## src/rtl/qar_pkg.sv

```systemverilog
package qar_pkg;

    localparam int CORDIC_STEPS = 30;
    localparam int SQRT_STEPS   = 32;
    localparam int DIV_STEPS    = 31;

    // magnitude line inside the normalizer spans square, sum and the root stages
    localparam int MLINE_LEN   = SQRT_STEPS + 2;
    localparam int NORM_LAT    = 3 + SQRT_STEPS + 1 + DIV_STEPS;
    localparam int CORDIC_LAT  = CORDIC_STEPS;
    localparam int TRIG_DLY    = NORM_LAT - CORDIC_LAT;
    localparam int BACK_STAGES = 7;
    localparam int TOTAL_LAT   = NORM_LAT + BACK_STAGES;
    localparam int CARRY_LEN   = TOTAL_LAT - 1;

    localparam int QDEPTH  = 4;
    localparam int QADDR_W = $clog2(QDEPTH);
    localparam int QCNT_W  = $clog2(QDEPTH + 1);

    localparam logic signed [32:0] ANG_PI      = 33'sd843314857;
    localparam logic signed [32:0] ANG_TWO_PI  = 33'sd1686629713;
    localparam logic signed [33:0] CORDIC_GAIN = 34'sd652032874;

    // operand order of the cross products: c[j] = a[XA[j]]*b[XB[j]] - a[XB[j]]*b[XA[j]]
    localparam int XA [3] = '{1, 2, 0};
    localparam int XB [3] = '{2, 0, 1};

    typedef struct packed {
        logic [2:0][31:0] pos;
        logic [2:0][31:0] piv;
        logic [2:0][32:0] d;
        logic [2:0][31:0] mag;
        logic [2:0]       neg;
        logic [4:0]       sh;
        logic [31:0]      z;
        logic             zero;
    } fw_t;

    typedef struct packed {
        logic [2:0][31:0] pos;
        logic [2:0][32:0] d;
        logic             zero;
    } carry_t;

    typedef struct packed {
        logic full;
        logic nempty;
    } qstat_t;

    function automatic logic signed [33:0] atan_step(input int i);
        logic signed [33:0] a;
        case (i)
            0:       a = 34'sd843314857;
            1:       a = 34'sd497837829;
            2:       a = 34'sd263043837;
            3:       a = 34'sd133525159;
            4:       a = 34'sd67021687;
            5:       a = 34'sd33543516;
            6:       a = 34'sd16775851;
            7:       a = 34'sd8388437;
            8:       a = 34'sd4194283;
            9:       a = 34'sd2097149;
            default: a = 34'sd1 <<< (30 - i);
        endcase
        return a;
    endfunction

endpackage

```

## src/rtl/qar_front.sv

```systemverilog
module qar_front (
    input  logic               clk,
    input  logic               rst_n,
    input  logic               in_valid,
    output logic               in_stall,
    input  logic signed [31:0] pos_x,
    input  logic signed [31:0] pos_y,
    input  logic signed [31:0] pos_z,
    input  logic signed [31:0] pivot_x,
    input  logic signed [31:0] pivot_y,
    input  logic signed [31:0] pivot_z,
    input  logic signed [31:0] axis_x,
    input  logic signed [31:0] axis_y,
    input  logic signed [31:0] axis_z,
    input  logic signed [31:0] turn_angle,
    input  logic               q_full,
    output logic               push,
    output qar_pkg::fw_t       word
);
    import qar_pkg::*;

    logic              vld_reg;
    logic              vld_next;
    fw_t               word_reg;
    fw_t               word_next;
    logic              accept;
    logic [2:0][31:0]  ax;
    logic [31:0]       mag_or;
    logic signed [32:0] ang_ext;
    logic signed [32:0] ang_wrap;

    // shift that brings the largest magnitude into [2^30, 2^31]
    function automatic logic [4:0] norm_shift(input logic [31:0] m);
        logic [4:0] s;
        s = '0;
        if (!m[31])
        begin
            for (int b = 0; b <= 30; b++)
            begin
                if (m[b])
                begin
                    s = 5'(30 - b);
                end
            end
        end
        return s;
    endfunction

    assign in_stall = vld_reg && q_full;
    assign accept   = in_valid && !in_stall;
    assign push     = vld_reg && !q_full;
    assign word     = word_reg;

    always_comb
    begin
        ax             = {axis_z, axis_y, axis_x};
        word_next.pos  = {pos_z, pos_y, pos_x};
        word_next.piv  = {pivot_z, pivot_y, pivot_x};
        for (int i = 0; i < 3; i++)
        begin
            word_next.d[i]   = {word_next.pos[i][31], word_next.pos[i]}
                             - {word_next.piv[i][31], word_next.piv[i]};
            word_next.neg[i] = ax[i][31];
            word_next.mag[i] = ax[i][31] ? 32'd0 - ax[i] : ax[i];
        end
        mag_or         = word_next.mag[0] | word_next.mag[1] | word_next.mag[2];
        word_next.zero = (mag_or == '0);
        word_next.sh   = norm_shift(mag_or);

        ang_ext = {turn_angle[31], turn_angle};
        if (ang_ext > ANG_PI)
        begin
            ang_wrap = ang_ext - ANG_TWO_PI;
        end
        else if (ang_ext < -ANG_PI)
        begin
            ang_wrap = ang_ext + ANG_TWO_PI;
        end
        else
        begin
            ang_wrap = ang_ext;
        end
        // half angle in Q2.30 is the wrapped angle doubled
        word_next.z = {ang_wrap[30:0], 1'b0};
    end

    always_comb
    begin
        if (accept)
        begin
            vld_next = 1'b1;
        end
        else if (push)
        begin
            vld_next = 1'b0;
        end
        else
        begin
            vld_next = vld_reg;
        end
    end

    always_ff @(posedge clk or negedge rst_n)
    begin
        if (!rst_n)
        begin
            vld_reg <= 1'b0;
        end
        else
        begin
            vld_reg <= vld_next;
        end
    end

    always_ff @(posedge clk)
    begin
        if (accept)
        begin
            word_reg <= word_next;
        end
    end

endmodule

```

## config.mk

```make
export PLATFORM = sky130hd
export DESIGN_NAME = qar_front
export DESIGN_NICKNAME = d
export VERILOG_FILES = /design/src/rtl/qar_pkg.sv /design/src/rtl/qar_front.sv
export SDC_FILE = /design/constraint.sdc
export NUM_CORES = 1
export LEC_CHECK = 0
export BUFFER_PORTS_ARGS = -buffer_cell sky130_fd_sc_hd__buf_4
export CAP_MARGIN = 20
export CORE_AREA = 2 2 290 292
export CTS_CLUSTER_SIZE = 40
export DETAILED_ROUTE_END_ITERATION = 16
export DIE_AREA = 0 0 292 294
export GPL_TIMING_DRIVEN = 0
export PLACE_DENSITY = 0.59
export SLEW_MARGIN = 0
export SYNTH_ARGS = -nofsm -noshare
export SYNTH_HDL_FRONTEND = slang
export SYNTH_SLANG_ARGS = --single-unit
```

## constraint.sdc

```tcl
create_clock -name clk -period 20.7 [get_ports clk]
set_clock_uncertainty 0.2 [all_clocks]
set_input_delay 4.14 -clock clk [delete_from_list [all_inputs] [get_ports clk]]
set_output_delay 4.14 -clock clk [all_outputs]
set_load 0.1 [all_outputs]
```

After elaboration in Yosys (flattened, before gate mapping)
Index checks and enable logic that the tools add are counted.

storage, ports and cells
  bits in registers = 428
  memories = 0
  output and inout port bits = 430
  memory bits (read-only) = 0
  word-level logic and storage cells = 82
  RAM bits = 0
  input bits = 324
  bits in latches = 0

cells by class
  reduce and logical (&&, ||, !) cells = 12
  add/subtract/negate cells = 8
  order comparisons = 2
  multiplexer cells = 37
  equal/unequal tests = 0
  $mul = 0
  div/mod/pow operators = 0
  bitwise logic cells = 2
  shift-type cells = 0

operators by type and width
  operator                                                         count
  subtractor 32 x 32 -> 33 bit                                     3
  2-to-1 mux 32 bit                                                3
  subtractor 1 x 32 -> 32 bit, first input constant                3
  2-to-1 mux 5 bit                                                 15
  OR 32 bit                                                        2
  2-to-1 mux 31 bit                                                2
  greater-than comparator 32 x 31 -> 1 bit, second input constant  1
  logical NOT 32 bit                                               1
  < comparator 32 x 31 -> 1 bit, second input constant             1
  2-to-1 mux 4 bit                                                 8
  adder 31 x 30 -> 31 bit, second input constant                   1
  subtractor 31 x 30 -> 31 bit, second input constant              1
  OR reduction 17 bit                                              1
  2-to-1 mux 3 bit                                                 4
  OR reduction 9 bit                                               1
  OR reduction 5 bit                                               1
  2-to-1 mux 2 bit                                                 2
  logical AND 1 bit                                                3
  2-to-1 mux 1 bit                                                 3
  OR reduction 3 bit                                               1
  logical NOT 1 bit                                                2
  nonzero test 2 bit                                               1
  OR reduction 2 bit                                               1

Longest topological paths before layout
  word-level depth = 34
  depth in mapped cells = 13
  depth with buffers taken out = 13

Worst setup path after synthesis
Ideal clock, no wire load.

  path kind = input-to-reg
  start point = input port q_full
  end point = register word_reg, in the netlist word[0] (enable)
  stages on the path = 2
  path buffers = 0
  required time = 19.234 ns
  library setup time = 1.266 ns
  setup slack = -4.132 ns
  arrival = 23.366 ns
  path through = and2_1 > nor2b_1

on the way
  cells in the longest elaborated chain, start to end = 3

RTL lines
  element               line              RTL
  start, declared       qar_front.sv:16   input logic q_full,
  logical AND 1 bit     qar_front.sv:49   assign in_stall = vld_reg && q_full;
  logical NOT 1 bit     qar_front.sv:50   assign accept = in_valid && !in_stall;
  logical AND 1 bit     qar_front.sv:50
  named net accept      qar_front.sv:26   logic accept;
  end signal, assigned  qar_front.sv:119  word_reg <= word_next;
  end, declared         qar_front.sv:24   fw_t word_reg;

The timed path passes the listed nets, and every way through them passes these cells.
A chain may end at the register's enable or synchronous reset.

Worst setup path after layout
  start point = input port q_full
  end point = output port in_stall

on the way
  cells in the longest elaborated chain, start to end = 1

RTL lines
  element            line             RTL
  logical AND 1 bit  qar_front.sv:49
  end, declared      qar_front.sv:5   output logic in_stall,

No other way between the ends.

==> results_dict.tcl <==
set metrics [dict create \
    period_share 0.439 \
    ys_seq_area_frac 0.592 \
    wl_per_cell_um 21.1 \
    syn_area_mm2 0.0217 \
    antenna_cells 0 \
    ant_nets 0 \
    largest_register_ffs 427 \
    numPortBuffers 733 \
    synth_fp_nets 2197 \
    grt_max_degree 34 \
    end_kind "output port" \
    irDropWorstVdd_uv 50.4 \
    die_x_um 292 \
    final.min_clock_period_ns 9.09 \
    max_clock_freq_ghz 0.110 \
    gp_congestion 0.892 \
    path_max_fanout 3 \
    drtIter0Drc 1053 \
    hpwl_um 63400 \
    cts_hold_buf 0 \
    hold_class "reg2reg" \
    ys_ff_latch 428 \
    status "finished clean" \
    slew_headroom 0.216 \
    stdcell_area_mm2 0.0305 \
    place_area_mm2 0.0289 \
    vias 17300 \
    htreeDepth 2 \
    hold_violations 0 \
    drv_cap 0 \
    die_area_mm2 0.0858 \
    core_area_mm2 0.0829 \
    start_kind "input pin" \
    postCtsSetupBuffers 0 \
    yosys_warnings 0 \
    layout.cells.non_filler 3689 \
    ios 754 \
    cpMaxStageDelayCell "buf_4" \
    synth_area_leaders "edfxtp_1, ha_1, xnor2_1, inv_1, xor2_1" \
    arrival_ns 4.75 \
    path_clk_slew_ns 0.06 \
    track_usage 0.171 \
    slowest_delay_ns 0.32 \
    p_total_w 0.00283 \
    grt_pass1_wl_um 111000 \
    antenna_found_initial 4 \
    synth-edff-count 427 \
    row_count 106 \
    wirelength_um 77700 \
    cts_sinks 428 \
    rsz0062_at_grt "false" \
    path_cells "buf_4 -> and2_1 -> buf_4" \
    yosys.area.top_type "edfxtp_1" \
    ys_types 82 \
    detailedRoute.firstPassIterationCount 5 \
    final_util 0.368 \
    drive_gt1_frac 0.331 \
    place_ws_ns 11.60 \
    ys.flop_type "edfxtp_1" \
    final_common_cell "buf_4" \
    crit_top_cell "buf_4" \
    clk_latency_ns 0.58 \
    cts-root-buf "clkbuf_16" \
    nets 2998 \
    yosysTopAreaCellShare 0.591 \
    tightest_slew_ns 1.17 \
    worst_slack_ns 11.61 \
    critical_path_class "in2out" \
    p_per_area_mw_per_mm2 92.8 \
    netlist_instances 1768 \
    grt_pass1_vias 17100 \
    cts_tree "built" \
    initial_utilization 0.262 \
    final_cell_mix "buf_4, edfxtp_1, inv_1" \
    setup_viol 0 \
    area_growth_pct 40.6 \
    grt_overflow 0 \
    dp_cells 3597 \
    vias_per_cell 4.70 \
    cts_resized 0 \
    cts_inserted_buffers 50 \
    async_flop_share 0.00234 \
    avgSynthCellArea_um2 12.3 \
    cp.required_ns 16.36 \
    die_y_um 294 \
    clk_path_buf_depth 3 \
    p_leak_nw 12.5 \
    drc_errors 0 \
    slew_viol_final 0 \
]
[path summary, 6_finish.rpt]
kind / start / end / slack [ns] / depth (start not counted)
setup / recovery: q_full / in_stall / 11.61 / 3
hold / removal: vld_reg / vld_reg / 0.52 / 2
setup reg to reg: vld_reg / word[276] / 17.98 / 7
hold reg to reg: vld_reg / vld_reg / 0.52 / 2
max in group asynchronous: rst_n / vld_reg / 17.10 / 1
min in group asynchronous: rst_n / vld_reg / 3.12 / 1
[report_power, final]
part,switching [W],internal [W],leakage (nW)
Combinational,0.000677,0.000219,7.66
Sequential,0.0000186,0.00104,4.08
Clock,0.000371,0.000507,0.785
Total,0.00107,0.00177,12.5
[cell usage after synthesis, types with 21 or more instances]
| library cell | instances |
|---|---|
| edfxtp_1 | 427 |
| clkbuf_1 | 31 |
| nand3_1 | 21 |
| a21o_1 | 43 |
| o21a_1 | 21 |
| nand2_1 | 81 |
| a21oi_1 | 82 |
| nand2b_1 | 25 |
| nor3_1 | 37 |
| ha_1 | 102 |
| o31ai_1 | 24 |
| inv_1 | 165 |
| xor2_1 | 58 |
| or3_1 | 46 |
| o21ai_0 | 83 |
| nor2_1 | 104 |
| xnor2_1 | 135 |
| nor2b_1 | 21 |
[per-layer routing]
metal,share of wire,vias to the layer above,GRT usage
met5,0.00048,-,0
met3,0.080,102,0.0462
li1,-,8208,-
met2,0.50,719,0.302
met4,0.029,6,0.0556
met1,0.39,8310,0.202
[area by class of cell]
cell class	count	area, um2
plain buffers	40	165
clock buffers	60	1290
clock inverters	32	302
fillers	8235	52400
inverters	165	619
multi-input cells	1135	8090
flip-flops and latches	428	12800
well taps	1080	1350
repair buffers	749	5860
[stage by stage]
stage	hold WS [ns]	setup TNS (ns)
floorplan	1.12	0
detailed placement	0.513	0
finish	0.518	0
CTS	0.532	0
global route	0.559	0
global placement	0.435	-432.38
[critical path: cells and delay by family]
| family | cells | cell delay, ns |
|---|---|---|
| buffers and inverters | 2 | 0.40 |
| AND/OR/NAND/NOR | 1 | 0.21 |
[cells by family after synthesis]
logic type	Yosys count	synth area share
AOI/OAI and AO/OA	402	0.126
xor gates and xnor gates	193	0.0778
adders and majority gates	105	0.0615
buffers and inverters	205	0.0361
DFF	428	0.592
muxes	2	0.000922
other	1	0.000173
and+or+nand+nor	432	0.105
Power figures use the tool's default switching activity.
